## config.mk

```make
export PLATFORM = sky130hd
export DESIGN_NAME = simple_connected_graph_check
export DESIGN_NICKNAME = d
export VERILOG_FILES = /design/src/hw/rtl/scg_pkg.sv /design/src/hw/rtl/scg_ram.sv /design/src/hw/rtl/scg_ctrl.sv /design/src/hw/rtl/simple_connected_graph_check.sv
export VERILOG_INCLUDE_DIRS = /design/src /design/src/hw/rtl
export SDC_FILE = /design/constraint.sdc
export NUM_CORES = 2
export LEC_CHECK = 0
export ABC_AREA = 1
export BUFFER_PORTS_ARGS = -buffer_cell sky130_fd_sc_hd__buf_2
export CAP_MARGIN = 20
export CORE_AREA = 2 2 759 686
export CTS_CLUSTER_SIZE = 16
export DETAILED_ROUTE_END_ITERATION = 10
export DIE_AREA = 0 0 761 688
export PLACE_DENSITY = 0.53
export SETUP_SLACK_MARGIN = 0.1
export SYNTH_ARGS = -nofsm -noshare
export SYNTH_HDL_FRONTEND = slang
export SYNTH_SLANG_ARGS = --single-unit
```

## constraint.sdc

```tcl
create_clock -name clk -period 6.11 [get_ports clk]
set_input_delay 0.611 -clock clk [delete_from_list [all_inputs] [get_ports clk]]
set_output_delay 0.611 -clock clk [all_outputs]
set_load 0.05 [all_outputs]
```

## src/hw/rtl/simple_connected_graph_check_assert.svh

```systemverilog
// assertion macros for the simple connected graph check
// used by the top level only, needs clk and rst_n in scope
`ifndef SIMPLE_CONNECTED_GRAPH_CHECK_ASSERT_SVH
`define SIMPLE_CONNECTED_GRAPH_CHECK_ASSERT_SVH

`ifndef NO_ASSERTIONS
// same-cycle implication
`define SCG_ASSERT_NOW(label, ante, cons) \
  label: assert property (@(posedge clk) disable iff (!rst_n) (ante) |-> (cons)) \
    else $error("scg assertion failed");
// next-cycle implication
`define SCG_ASSERT_NEXT(label, ante, cons) \
  label: assert property (@(posedge clk) disable iff (!rst_n) (ante) |=> (cons)) \
    else $error("scg assertion failed");
`else
`define SCG_ASSERT_NOW(label, ante, cons)
`define SCG_ASSERT_NEXT(label, ante, cons)
`endif

`endif

```

## src/hw/rtl/scg_pkg.sv

```systemverilog
// shared types, sizes and codes for the simple connected graph check
// no dependencies
`timescale 1ns / 1ps
`default_nettype none

package scg_pkg;

  localparam int MAX_VERTICES = 64;
  localparam int VW           = $clog2(MAX_VERTICES);
  localparam int CNT_W        = $clog2(MAX_VERTICES + 1);
  localparam int EP_W         = 6;
  localparam int VC_W         = 7;
  localparam int SRC_W        = 6;
  localparam int CFG_W        = 7;
  localparam int CFG_IDX_W    = 1;

  localparam logic [CFG_IDX_W-1:0] CFG_VERTEX_COUNT  = 1'b0;
  localparam logic [CFG_IDX_W-1:0] CFG_SOURCE_VERTEX = 1'b1;

  typedef logic [MAX_VERTICES-1:0] row_t;
  typedef logic [VW-1:0]           vidx_t;

  typedef enum logic [2:0] {
    S_IDLE,
    S_EDGE_U,
    S_EDGE_V,
    S_EVAL,
    S_SCAN,
    S_RESULT
  } state_t;

  typedef struct packed {
    logic  we;
    vidx_t waddr;
    row_t  wdata;
    vidx_t raddr;
  } mem_req_t;

  typedef struct packed {
    logic load;
    logic value;
  } res_t;

  function automatic vidx_t to_vidx(input logic [EP_W-1:0] ep);
    logic [EP_W+VW-1:0] wide;
    wide = {{VW{1'b0}}, ep};
    return wide[VW-1:0];
  endfunction

  // ones for every vertex below n
  function automatic row_t vertex_mask(input logic [VC_W-1:0] n);
    row_t m;
    for (int i = 0; i < MAX_VERTICES; i++) begin
      m[i] = (i < int'(n));
    end
    return m;
  endfunction

endpackage

`default_nettype wire

```

## src/hw/rtl/scg_ram.sv

```systemverilog
// generic single-write, single-read ram with registered read data
// no dependencies
`timescale 1ns / 1ps
`default_nettype none

module scg_ram #(
  parameter int WIDTH = 64,
  parameter int DEPTH = 64
) (
  input  wire logic                     clk,
  input  wire logic                     we,
  input  wire logic [$clog2(DEPTH)-1:0] waddr,
  input  wire logic [WIDTH-1:0]         wdata,
  input  wire logic [$clog2(DEPTH)-1:0] raddr,
  output logic      [WIDTH-1:0]         rdata
);

  logic [WIDTH-1:0] mem [DEPTH];

  always_ff @(posedge clk) begin
    if (we) begin
      mem[waddr] <= wdata;
    end
    rdata <= mem[raddr];
  end

endmodule

`default_nettype wire

```

## src/hw/rtl/scg_ctrl.sv

```systemverilog
// sequencer for edge loading and the reachability walk over the adjacency ram
// depends on scg_pkg; the ram itself sits in the top level
`timescale 1ns / 1ps
`default_nettype none

module scg_ctrl
  import scg_pkg::*;
(
  input  wire logic              clk,
  input  wire logic              rst_n,
  input  wire logic              in_valid,
  output logic                   in_ready,
  input  wire logic              in_has_edge,
  input  wire logic [EP_W-1:0]   in_edge_u,
  input  wire logic [EP_W-1:0]   in_edge_v,
  input  wire logic              in_is_last,
  input  wire logic [VC_W-1:0]   vertex_count,
  input  wire logic [SRC_W-1:0]  source_vertex,
  input  wire logic              out_free,
  input  wire row_t              ram_rdata,
  output mem_req_t               mem_req,
  output res_t                   res
);

  state_t            state_r, state_nxt;
  vidx_t             u_r, u_nxt;
  vidx_t             v_r, v_nxt;
  logic              last_r, last_nxt;
  logic              failed_r, failed_nxt;
  row_t              reached_r, reached_nxt;
  logic              changed_r, changed_nxt;
  logic [CNT_W-1:0]  scan_idx_r, scan_idx_nxt;
  logic              pend_r, pend_nxt;
  vidx_t             pend_idx_r, pend_idx_nxt;
  logic              result_r, result_nxt;
  row_t              row_valid_r, row_valid_nxt;
  logic              rd_valid_r;

  row_t              rd_row;
  logic              edge_bad;
  logic              cfg_bad;
  logic              scan_more;

  // rows never written since the last clear read as zero
  assign rd_row = rd_valid_r ? ram_rdata : '0;

  assign edge_bad = ({1'b0, in_edge_u} >= vertex_count) ||
                    ({1'b0, in_edge_v} >= vertex_count) ||
                    (int'(in_edge_u) >= MAX_VERTICES) ||
                    (int'(in_edge_v) >= MAX_VERTICES) ||
                    (in_edge_u == in_edge_v);

  assign cfg_bad = failed_r || (vertex_count == '0) ||
                   (int'(vertex_count) > MAX_VERTICES) ||
                   ({1'b0, source_vertex} >= vertex_count);

  assign scan_more = int'(scan_idx_r) < int'(vertex_count);

  always_ff @(posedge clk) begin
    if (!rst_n) begin
      state_r     <= S_IDLE;
      failed_r    <= 1'b0;
      reached_r   <= '0;
      changed_r   <= 1'b0;
      scan_idx_r  <= '0;
      pend_r      <= 1'b0;
      row_valid_r <= '0;
      rd_valid_r  <= 1'b0;
    end else begin
      state_r     <= state_nxt;
      failed_r    <= failed_nxt;
      reached_r   <= reached_nxt;
      changed_r   <= changed_nxt;
      scan_idx_r  <= scan_idx_nxt;
      pend_r      <= pend_nxt;
      row_valid_r <= row_valid_nxt;
      rd_valid_r  <= row_valid_r[mem_req.raddr];
    end
  end

  always_ff @(posedge clk) begin
    u_r        <= u_nxt;
    v_r        <= v_nxt;
    last_r     <= last_nxt;
    pend_idx_r <= pend_idx_nxt;
    result_r   <= result_nxt;
  end

  always_comb begin
    state_nxt     = state_r;
    u_nxt         = u_r;
    v_nxt         = v_r;
    last_nxt      = last_r;
    failed_nxt    = failed_r;
    reached_nxt   = reached_r;
    changed_nxt   = changed_r;
    scan_idx_nxt  = scan_idx_r;
    pend_nxt      = 1'b0;
    pend_idx_nxt  = pend_idx_r;
    result_nxt    = result_r;
    row_valid_nxt = row_valid_r;
    mem_req       = '0;
    in_ready      = 1'b0;
    res           = '0;

    unique case (state_r)
      S_IDLE: begin
        in_ready = 1'b1;
        if (in_valid) begin
          u_nxt         = to_vidx(in_edge_u);
          v_nxt         = to_vidx(in_edge_v);
          last_nxt      = in_is_last;
          mem_req.raddr = to_vidx(in_edge_u);
          priority if (in_has_edge && edge_bad) begin
            failed_nxt = 1'b1;
            if (in_is_last) begin
              state_nxt = S_EVAL;
            end
          end else if (in_has_edge) begin
            state_nxt = S_EDGE_U;
          end else if (in_is_last) begin
            state_nxt = S_EVAL;
          end
        end
      end

      S_EDGE_U: begin
        // rows stay symmetric, so row u alone tells a repeat in either order
        if (rd_row[v_r]) begin
          failed_nxt = 1'b1;
          state_nxt  = last_r ? S_EVAL : S_IDLE;
        end else begin
          mem_req.we         = 1'b1;
          mem_req.waddr      = u_r;
          mem_req.wdata      = rd_row | (row_t'(1) << v_r);
          row_valid_nxt[u_r] = 1'b1;
          mem_req.raddr      = v_r;
          state_nxt          = S_EDGE_V;
        end
      end

      S_EDGE_V: begin
        mem_req.we         = 1'b1;
        mem_req.waddr      = v_r;
        mem_req.wdata      = rd_row | (row_t'(1) << u_r);
        row_valid_nxt[v_r] = 1'b1;
        state_nxt          = last_r ? S_EVAL : S_IDLE;
      end

      S_EVAL: begin
        if (cfg_bad) begin
          result_nxt = 1'b0;
          state_nxt  = S_RESULT;
        end else begin
          reached_nxt  = row_t'(1);
          changed_nxt  = 1'b0;
          scan_idx_nxt = '0;
          state_nxt    = S_SCAN;
        end
      end

      S_SCAN: begin
        // fold in the row that arrived this cycle if its vertex is reached
        if (pend_r && reached_r[pend_idx_r] && (|(rd_row & ~reached_r))) begin
          reached_nxt = reached_r | rd_row;
          changed_nxt = 1'b1;
        end
        if (scan_more) begin
          mem_req.raddr = scan_idx_r[VW-1:0];
          pend_nxt      = 1'b1;
          pend_idx_nxt  = scan_idx_r[VW-1:0];
          scan_idx_nxt  = scan_idx_r + CNT_W'(1);
        end else if (!pend_r) begin
          // end of a pass: go round again until nothing new is reached
          if (changed_r) begin
            scan_idx_nxt = '0;
            changed_nxt  = 1'b0;
          end else begin
            result_nxt = &(reached_r | ~vertex_mask(vertex_count));
            state_nxt  = S_RESULT;
          end
        end
      end

      S_RESULT: begin
        if (out_free) begin
          res.load      = 1'b1;
          res.value     = result_r;
          row_valid_nxt = '0;
          failed_nxt    = 1'b0;
          reached_nxt   = '0;
          state_nxt     = S_IDLE;
        end
      end

      default: begin
        state_nxt = S_IDLE;
      end
    endcase
  end

endmodule

`default_nettype wire

```

## src/hw/rtl/simple_connected_graph_check.sv

```systemverilog
// Simple connected graph check.
// Input channel (in_valid/in_ready): one beat per undirected edge, fields
// in_has_edge, in_edge_u, in_edge_v and in_is_last. Self-loops, repeated
// edges and endpoints at or above vertex_count fail the graph. The beat
// with in_is_last closes the graph (its edge, if any, is taken first).
// Result channel (out_valid/out_ready): one beat per graph, 1 when the graph
// is simple, the configuration sane and every vertex reachable from vertex 0.
// Configuration: cfg_we writes cfg_wdata to register cfg_index (0 vertex
// count, 1 source vertex); the user must see that it is only written while
// the block is idle, which the block does not enforce. An edge beat is
// accepted, then each endpoint row gets a read-modify-write in the
// single-read-port adjacency ram; an empty beat is just accepted. The
// closure walks rows 0..n-1 through the ram read port at one row per cycle,
// in passes until one adds nothing (at most n+1), then hands over the result.
// A finished result waits in the output register while new edges are taken;
// a further result holds the walk, and with it the input, until that
// register is free.
// Reset loads vertex count 1, source 0 and an empty graph; row valid bits
// make cleared rows read as zero, so no clearing pass is needed.
`timescale 1ns / 1ps
`default_nettype none
`include "simple_connected_graph_check_assert.svh"

module simple_connected_graph_check
  import scg_pkg::*;
(
  input  wire logic                 clk,
  input  wire logic                 rst_n,
  input  wire logic                 in_valid,
  output logic                      in_ready,
  input  wire logic                 in_has_edge,
  input  wire logic [EP_W-1:0]      in_edge_u,
  input  wire logic [EP_W-1:0]      in_edge_v,
  input  wire logic                 in_is_last,
  output logic                      out_valid,
  input  wire logic                 out_ready,
  output logic                      out_simple_and_connected,
  input  wire logic                 cfg_we,
  input  wire logic [CFG_IDX_W-1:0] cfg_index,
  input  wire logic [CFG_W-1:0]     cfg_wdata
);

  logic [VC_W-1:0]  vertex_count_r;
  logic [SRC_W-1:0] source_vertex_r;
  logic             out_valid_r;
  logic             out_value_r;
  logic             out_free;
  mem_req_t         mem_req;
  res_t             res;
  row_t             ram_rdata;

  always_ff @(posedge clk) begin
    if (!rst_n) begin
      vertex_count_r  <= VC_W'(1);
      source_vertex_r <= '0;
    end else if (cfg_we) begin
      unique case (cfg_index)
        CFG_VERTEX_COUNT:  vertex_count_r  <= cfg_wdata[VC_W-1:0];
        CFG_SOURCE_VERTEX: source_vertex_r <= cfg_wdata[SRC_W-1:0];
        default: begin
        end
      endcase
    end
  end

  assign out_free = !out_valid_r || out_ready;

  // output register parts the result beat from the walk
  always_ff @(posedge clk) begin
    if (!rst_n) begin
      out_valid_r <= 1'b0;
    end else if (res.load) begin
      out_valid_r <= 1'b1;
    end else if (out_ready) begin
      out_valid_r <= 1'b0;
    end
  end

  always_ff @(posedge clk) begin
    if (res.load) begin
      out_value_r <= res.value;
    end
  end

  assign out_valid                = out_valid_r;
  assign out_simple_and_connected = out_value_r;

  scg_ram #(
    .WIDTH (MAX_VERTICES),
    .DEPTH (MAX_VERTICES)
  ) u_adj_ram (
    .clk   (clk),
    .we    (mem_req.we),
    .waddr (mem_req.waddr),
    .wdata (mem_req.wdata),
    .raddr (mem_req.raddr),
    .rdata (ram_rdata)
  );

  scg_ctrl u_ctrl (
    .clk           (clk),
    .rst_n         (rst_n),
    .in_valid      (in_valid),
    .in_ready      (in_ready),
    .in_has_edge   (in_has_edge),
    .in_edge_u     (in_edge_u),
    .in_edge_v     (in_edge_v),
    .in_is_last    (in_is_last),
    .vertex_count  (vertex_count_r),
    .source_vertex (source_vertex_r),
    .out_free      (out_free),
    .ram_rdata     (ram_rdata),
    .mem_req       (mem_req),
    .res           (res)
  );

  `SCG_ASSERT_NOW(a_load_needs_room, res.load, out_free)
  `SCG_ASSERT_NOW(a_no_load_while_taking, res.load, !in_ready)
  `SCG_ASSERT_NEXT(a_last_stops_input, in_valid && in_ready && in_is_last, !in_ready)
  `SCG_ASSERT_NEXT(a_out_only_from_load, !out_valid_r && !res.load, !out_valid_r)

endmodule

`default_nettype wire

```

Word-level counts from Yosys, hierarchy flattened
Memories as Yosys holds them, arrays and structs flattened. A register that Yosys moved wholly into a read port is not among the register bits. Cells that the tools add are included.

Bits in latches: 0. Output and inout port bits: 3. Memories: 1. ROM bits: 0. Memory bits (writable): 4096. Bits of input ports: 27. Word-level logic and storage cells: 222. Register bits after elaboration: 177.

Memory list: u_adj_ram.mem (depth 64, width 64, read ports 1, clocked after Yosys merged registers in 1, write ports 1, RTL line scg_ram.sv:18) `logic [WIDTH-1:0] mem [DEPTH];`.

Multiply operators: 0. Add/sub/neg operators: 1. Bitwise operators: 10. Magnitude comparators: 75. Div/mod/pow operators: 0. Shift-type cells: 2. Reduce and logical (&&, ||, !) cells: 34. Multiplexer cells: 63. Equality and inequality tests: 19.

Operators with widths (number): OR 64 bit (6); case mux 64 bit (3 select lines) (2); 2-to-1 mux 64 bit (5); less-than comparator 6 x 7 -> 1 bit, first input constant (32); case mux 71 bit (2 select lines) (1); inverter 64 bit (2); << shifter 1 x 6 -> 64 bit, first input constant (2); less-than comparator 5 x 7 -> 1 bit, first input constant (16); 2-to-1 mux 77 bit (1); bitwise AND 64 bit (1); AND reduction 64 bit (1); OR reduction 64 bit (1); less-than comparator 4 x 7 -> 1 bit, first input constant (8); less-than comparator 3 x 7 -> 1 bit, first input constant (4); less-than comparator 6 x 7 -> 1 bit, second input constant (4); 2-to-1 mux 7 bit (4); 2-to-1 mux 3 bit (9); 2-to-1 mux 1 bit (25); greater-or-equal comparator 6 x 7 -> 1 bit (3); binary-select mux 1 bit (select 6 bit) (3); case mux 3 bit (6 select lines) (1); case mux 6 bit (3 select lines) (1); AND reduction 5 bit (3); less-than comparator 1 x 7 -> 1 bit, first input constant (2); other kinds (30) (67).

Logic depth before layout (Yosys ltp)
Depth in word-level cells: 9. Gate-level depth with buffers: 28. Mapped depth without buffers: 23.

By module
A second synthesis with hierarchy kept.

Cell total of the unflattened synthesis: 15504. Area, all modules: 178272.2 um^2.

By module, submodules not included: scg_ram (times used 1, sequential area each 124279.2 um^2, area each 165343.6 um^2, cells each 13405); scg_ctrl (times used 1, sequential area each 3443.3 um^2, area each 12334.3 um^2, cells each 2021); simple_connected_graph_check (times used 1, sequential area each 310.3 um^2, area each 594.3 um^2, cells each 78).

Worst setup path before layout
Ideal clock, no wire load.

Path kind: flip-flop to flip-flop. Start point: register u_ctrl.v_r[0]. End point: memory u_adj_ram.mem[26][0] (enable). Required time: 5623 ps. Slack: 700 ps. Period minus slack after synthesis: 5410 ps. Arrival time: 4924 ps. Stages on the path, launching flop included: 16. Setup time: 487 ps. Buffers on the path: 2. Cells stage by stage: edfxtp_1 > buf_4 > nand2_2 > buf_2 > nor2_1 > nor2_1 > nand3_1 > nand3_1 > nand2_1 > nand2_1 > nand2_2 > nor2_4 > nand2_2 > o21ai_0 > nand3_1 > nor2_1.

Longest elaborated chain between the ends: 6.

RTL lines: start, declared (RTL line scg_ctrl.sv:27) `vidx_t v_r, v_nxt;`; start signal, assigned (RTL line scg_ctrl.sv:83) `v_r <= v_nxt;`; binary-select mux 1 bit (select 6 bit) (RTL line scg_ctrl.sv:129) `if (rd_row[v_r]) begin`; 2-to-1 mux 1 bit (not written as such) (RTL line scg_ctrl.sv:129); 2-to-1 mux 77 bit (RTL line scg_ctrl.sv:129); case mux 71 bit (2 select lines) (*) (RTL line scg_ctrl.sv:106) `unique case (state_r)`; 2-to-1 mux 1 bit (RTL line scg_ram.sv:21) `if (we) begin`; 2-to-1 mux 1 bit (not written as such) (RTL line scg_ram.sv:22) `mem[waddr] <= wdata;`; end, declared (RTL line scg_ram.sv:18).

Every way passes the cells marked *; elsewhere a longest branch is shown, timed or not. The select of a mux whose other input is x is not followed.

Worst setup path after layout
Start point: register u_ctrl.v_r[0]. End point: register u_adj_ram.rdata[57], read port of u_adj_ram.mem.

Longest elaborated chain between the ends: 4.

RTL lines: binary-select mux 1 bit (select 6 bit) (RTL line scg_ctrl.sv:129); 2-to-1 mux 1 bit (not written as such) (RTL line scg_ctrl.sv:129); 2-to-1 mux 77 bit (*) (RTL line scg_ctrl.sv:129); case mux 6 bit (3 select lines) (*) (RTL line scg_ctrl.sv:106); end, declared (RTL line scg_ram.sv:15) `output logic [WIDTH-1:0] rdata`.

Marks and branches as above. A chain may end at the register's enable or synchronous reset.

==> results by group <==
Placement
  • Placer congestion estimate: 0.9657
  • Port bufs: 29
  • Post-DP HPWL: approximately 340000 um

Clocking
  • CTS Root Cell: clkbuf_16
  • Sink Count: approximately 4300
  • Post-CTS Hold Fix Bufs: 23
  • TritonCTS clock tree: yes
  • Cts repair resizes: 0
  • TritonCTS Buffers: 438
  • CTS clk-pin slew, worst paths: 60 ps
  • H-tree levels: 5
  • Maximum root-to-sink buffer count: 4
  • Clk_lat worst skew: 1050 ps
  • Post CTS Setup Buffer Count: 0

Worst hold path
  • Hold path start: in_has_edge
  • Hold path depth: 5
  • Worst Hold End: u_ctrl.failed_r$_SDFFE_PN0P_
  • Hold Path Class: primary input to register

GRT
  • Total gr overflow: 0
  • Vias in the first global route: 112300
  • Initial antenna violation count: 26
  • First-pass GRT wire length: 864600 um
  • Gr usage total: 0.2257
  • Largest net degree at the start of global routing: 181

Synthesis
  • Top post-synthesis cells by area: edfxtp_1, nand3_1, o211ai_1, nand2_1, or2_2
  • Register area share after synthesis: 0.7118
  • Cells after Synth: 14530
  • Synthesized area: 179900 um^2
  • Syn Area/Cell: 12.38 um^2
  • Post-synth top flop: edfxtp_1
  • Unique masters post-synth: 52
  • EDFF count, synth: slightly above 4000
  • Mapped Nets: 14580
  • Yosys Warn Count: 0
  • #FFs+latches synth: around 4300
  • Synth top area share: 0.6873
  • Synth area leader: edfxtp_1
  • Async S/R FF share, synth: 0

Detailed routing
  • Antenna Violating Nets Remaining: 0
  • Initial DRT Pass Iterations: 10
  • Via/cell ratio: roughly 5.5
  • DRT Wirelength: 609400 um
  • Vias: about 120k
  • DRC viols: 0
  • WL/cell: 28.04 um
  • DR iter-0 viols: 14690

Critical path
  • Cell depth of the worst flop-to-flop path: 21
  • Required time worst endpoint: 7040 ps
  • Crit path kind: register to register
  • CP max-delay cell: nand3_1
  • CP arrival: 6610 ps
  • R2r startpoint: u_ctrl.v_r[0]$_DFFE_PP_
  • R2r setup slk: 430 ps
  • FF-to-FF End: u_adj_ram.rdata[57]$_DFF_P_
  • CP Launch Type: register
  • CP Capture Type: register
  • Buffer and inverter count on the worst path: 5
  • Crit path largest cell delay: 660 ps
  • Crit-path max FO: approximately 100
  • Worst path cell trace: inv_2, nand2_1, inv_2, a21oi_1, nand3_1, nand3_1, nand2_1, nand2_1, nand2_1, nor2_4, nand3_1, nand2_4, buf_12, buf_12, buf_12, o211ai_1, nand3_1, nand3_1, nand3_1, nand3_1, nand2_1
  • CP most frequent cell: nand3_1
  • Top delay family on crit path: simple AND/OR/NAND/NOR gates

Timing
  • Post-route setup TNS: 0 ps
  • Max-slew violations: 0
  • RSZ-0062 raised after global routing: no
  • Final setup fails: 0
  • Relative slew slack: 0.1936
  • Final worst path period need: 5679 ps
  • Worst-Margin Slew: 1205 ps
  • F_max: about 0.18 GHz
  • Final Hold Viols: 0
  • Period utilisation layout: 0.9294
  • Layout Skew: 55.74 ps

Floorplan
  • Die area: 523600 um^2
  • Die Ht: 688 um
  • Floorplan row count: 251
  • Num ports: 30
  • Die X: 761 um
  • Starting density of the core: 0.3482
  • Core ar.: 516600 um^2

Power and ir drop
  • Seq pwr share: 0.444
  • Power per cell area: 377.9 nW/um^2
  • P_int: around 54000 uW
  • Clock share of power: 0.347
  • Peak supply drop: approximately 0.31 mV
  • Tot Pwr: 77940 uW
  • Switch share: 0.3131
  • Pleak: 0.06918 uW
  • Switching power: between 20000 and 25000 uW
  • Comb pwr share: 0.209

Status
  • Status: finished clean

Flow run
  • MaxCap Viol Count: 0

Layout
  • Area of the multi-input gates: between 40000 and 50000 um^2
  • Nets@finish: 14580
  • Layout cells sized above 1: 0.1433
  • FILL cells: 48290
  • Final core occ: 0.3992
  • FF/Latch Area: 128000 um^2
  • P&R area growth vs syn: 14.66%
[flip-flops by register name (all words and copies together), names as in the netlist, 7 cells and up]
| signal | flops |
|---|---|
| u_ctrl.row_valid_r | 64 |
| u_ctrl.scan_idx_r | 7 |
| u_ctrl.reached_r | 64 |
| u_adj_ram.mem | 4096 |
| vertex_count_r | 7 |
| u_adj_ram.rdata | 64 |
[layout by cell type (no fill, tap or decap), types with 65 or more instances in the layout]
master,n
a21oi_1,232
buf_12,210
buf_4,295
clkbuf_1,117
clkbuf_16,445
clkinv_1,87
clkinv_2,66
dfxtp_1,219
edfxtp_1,4117
inv_1,943
nand2_1,2224
nand3_1,2484
nor2_1,229
nor2_4,65
o211ai_1,1620
o21ai_0,236
o21ai_4,65
or2_1,86
or2_2,818
[cells in the mapped netlist, drive strengths merged, types with 3 or more instances]
| library cell | count |
|---|---|
| a211oi | 5 |
| or2 | 904 |
| a21oi | 233 |
| nand2 | 2233 |
| o211ai | 1620 |
| nand3 | 2488 |
| buf | 616 |
| o2111ai | 3 |
| clkbuf | 387 |
| ha | 25 |
| dfxtp | 220 |
| a221oi | 11 |
| edfxtp | 4117 |
| nor4 | 10 |
| xor2 | 4 |
| o21ai | 303 |
| a22oi | 4 |
| clkinv | 8 |
| o21a | 4 |
| nor2 | 296 |
| nor3b | 3 |
| o22ai | 30 |
| nor3 | 25 |
| nand4 | 11 |
| inv | 956 |
[layout make-up]
| class | instances | area share |
|---|---|---|
| sequential | 4337 | 0.6208 |
| inverter | 964 | 0.01775 |
| multi-input combinational | 8227 | 0.2180 |
| antenna | 4 | 0.00004853 |
| clock inverter | 213 | 0.01025 |
| clock buffer | 602 | 0.05876 |
| timing repair buffer | 557 | 0.03294 |
| tap | 6831 | 0.04144 |
[through the flow]
step / instances / hold WS [ps] / area (um^2) / worst slack [ps]
after floorplan: 14530 / 430.1 / 179900 / 699.8
after detailed placement: 20890 / 447.5 / 191800 / 655.5
final: 21740 / 124.3 / 206300 / 431.5
after CTS: 21730 / 33.66 / 206200 / 648.1
after global routing: 21730 / 71.21 / 206200 / 318.6
after global placement: 20890 / 441.3 / 191800 / 639.7
[per-layer routing]
layer  GRT usage  part of all wire
met1      0.3309              0.45
met2      0.3523              0.45
met3     0.02725             0.070
met4     0.06642             0.032
met5           0          0.000067
[cells by family after synthesis]
group | Yosys count | share of synthesized area
simple gates | 5972 | 0.1554
flops | 4337 | 0.7118
compound gates | 2224 | 0.08539
buf+inv | 1967 | 0.04548
fa+ha+maj | 25 | 0.001739
xor+xnor | 6 | 0.0002921
[power by group through the flow]
stage          clock [uW]  sequential (uW)  combinational [uW]
4_1_cts             27400            34600               16200
6_report            27000            34600               16300
3_3_place_gp            0            35300               16100
3_5_place_dp            0            35300               16100
2_1_floorplan           0            34900                9590
5_1_grt             28500            34700               17500
[worst max path at each step]
stage,from,to,cells past startpoint
6_report,u_ctrl.v_r[0]$_DFFE_PP_,u_adj_ram.rdata[57]$_DFF_P_,21
4_1_cts,u_ctrl.v_r[0]$_DFFE_PP_,u_adj_ram.rdata[57]$_DFF_P_,21
5_1_grt,u_ctrl.v_r[0]$_DFFE_PP_,u_adj_ram.rdata[57]$_DFF_P_,21
3_3_place_gp,u_ctrl.v_r[0]$_DFFE_PP_,u_adj_ram.rdata[57]$_DFF_P_,21
2_1_floorplan,u_ctrl.v_r[0]$_DFFE_PP_,u_adj_ram.mem[26][0]$_DFFE_PP_,15
3_5_place_dp,u_ctrl.v_r[0]$_DFFE_PP_,u_adj_ram.rdata[57]$_DFF_P_,21
[worst reg2reg max path, stage by stage (launching register included)]
cell	delay (ps)
edfxtp_1	620
inv_2	140
nand2_1	500
inv_2	240
a21oi_1	200
nand3_1	120
nand3_1	100
nand2_1	80
nand2_1	70
nand2_1	80
nor2_4	270
nand3_1	190
nand2_4	370
buf_12	260
buf_12	280
buf_12	510
o211ai_1	310
nand3_1	110
nand3_1	90
nand3_1	130
nand3_1	660
nand2_1	270
Power figures use the tool's default switching activity.
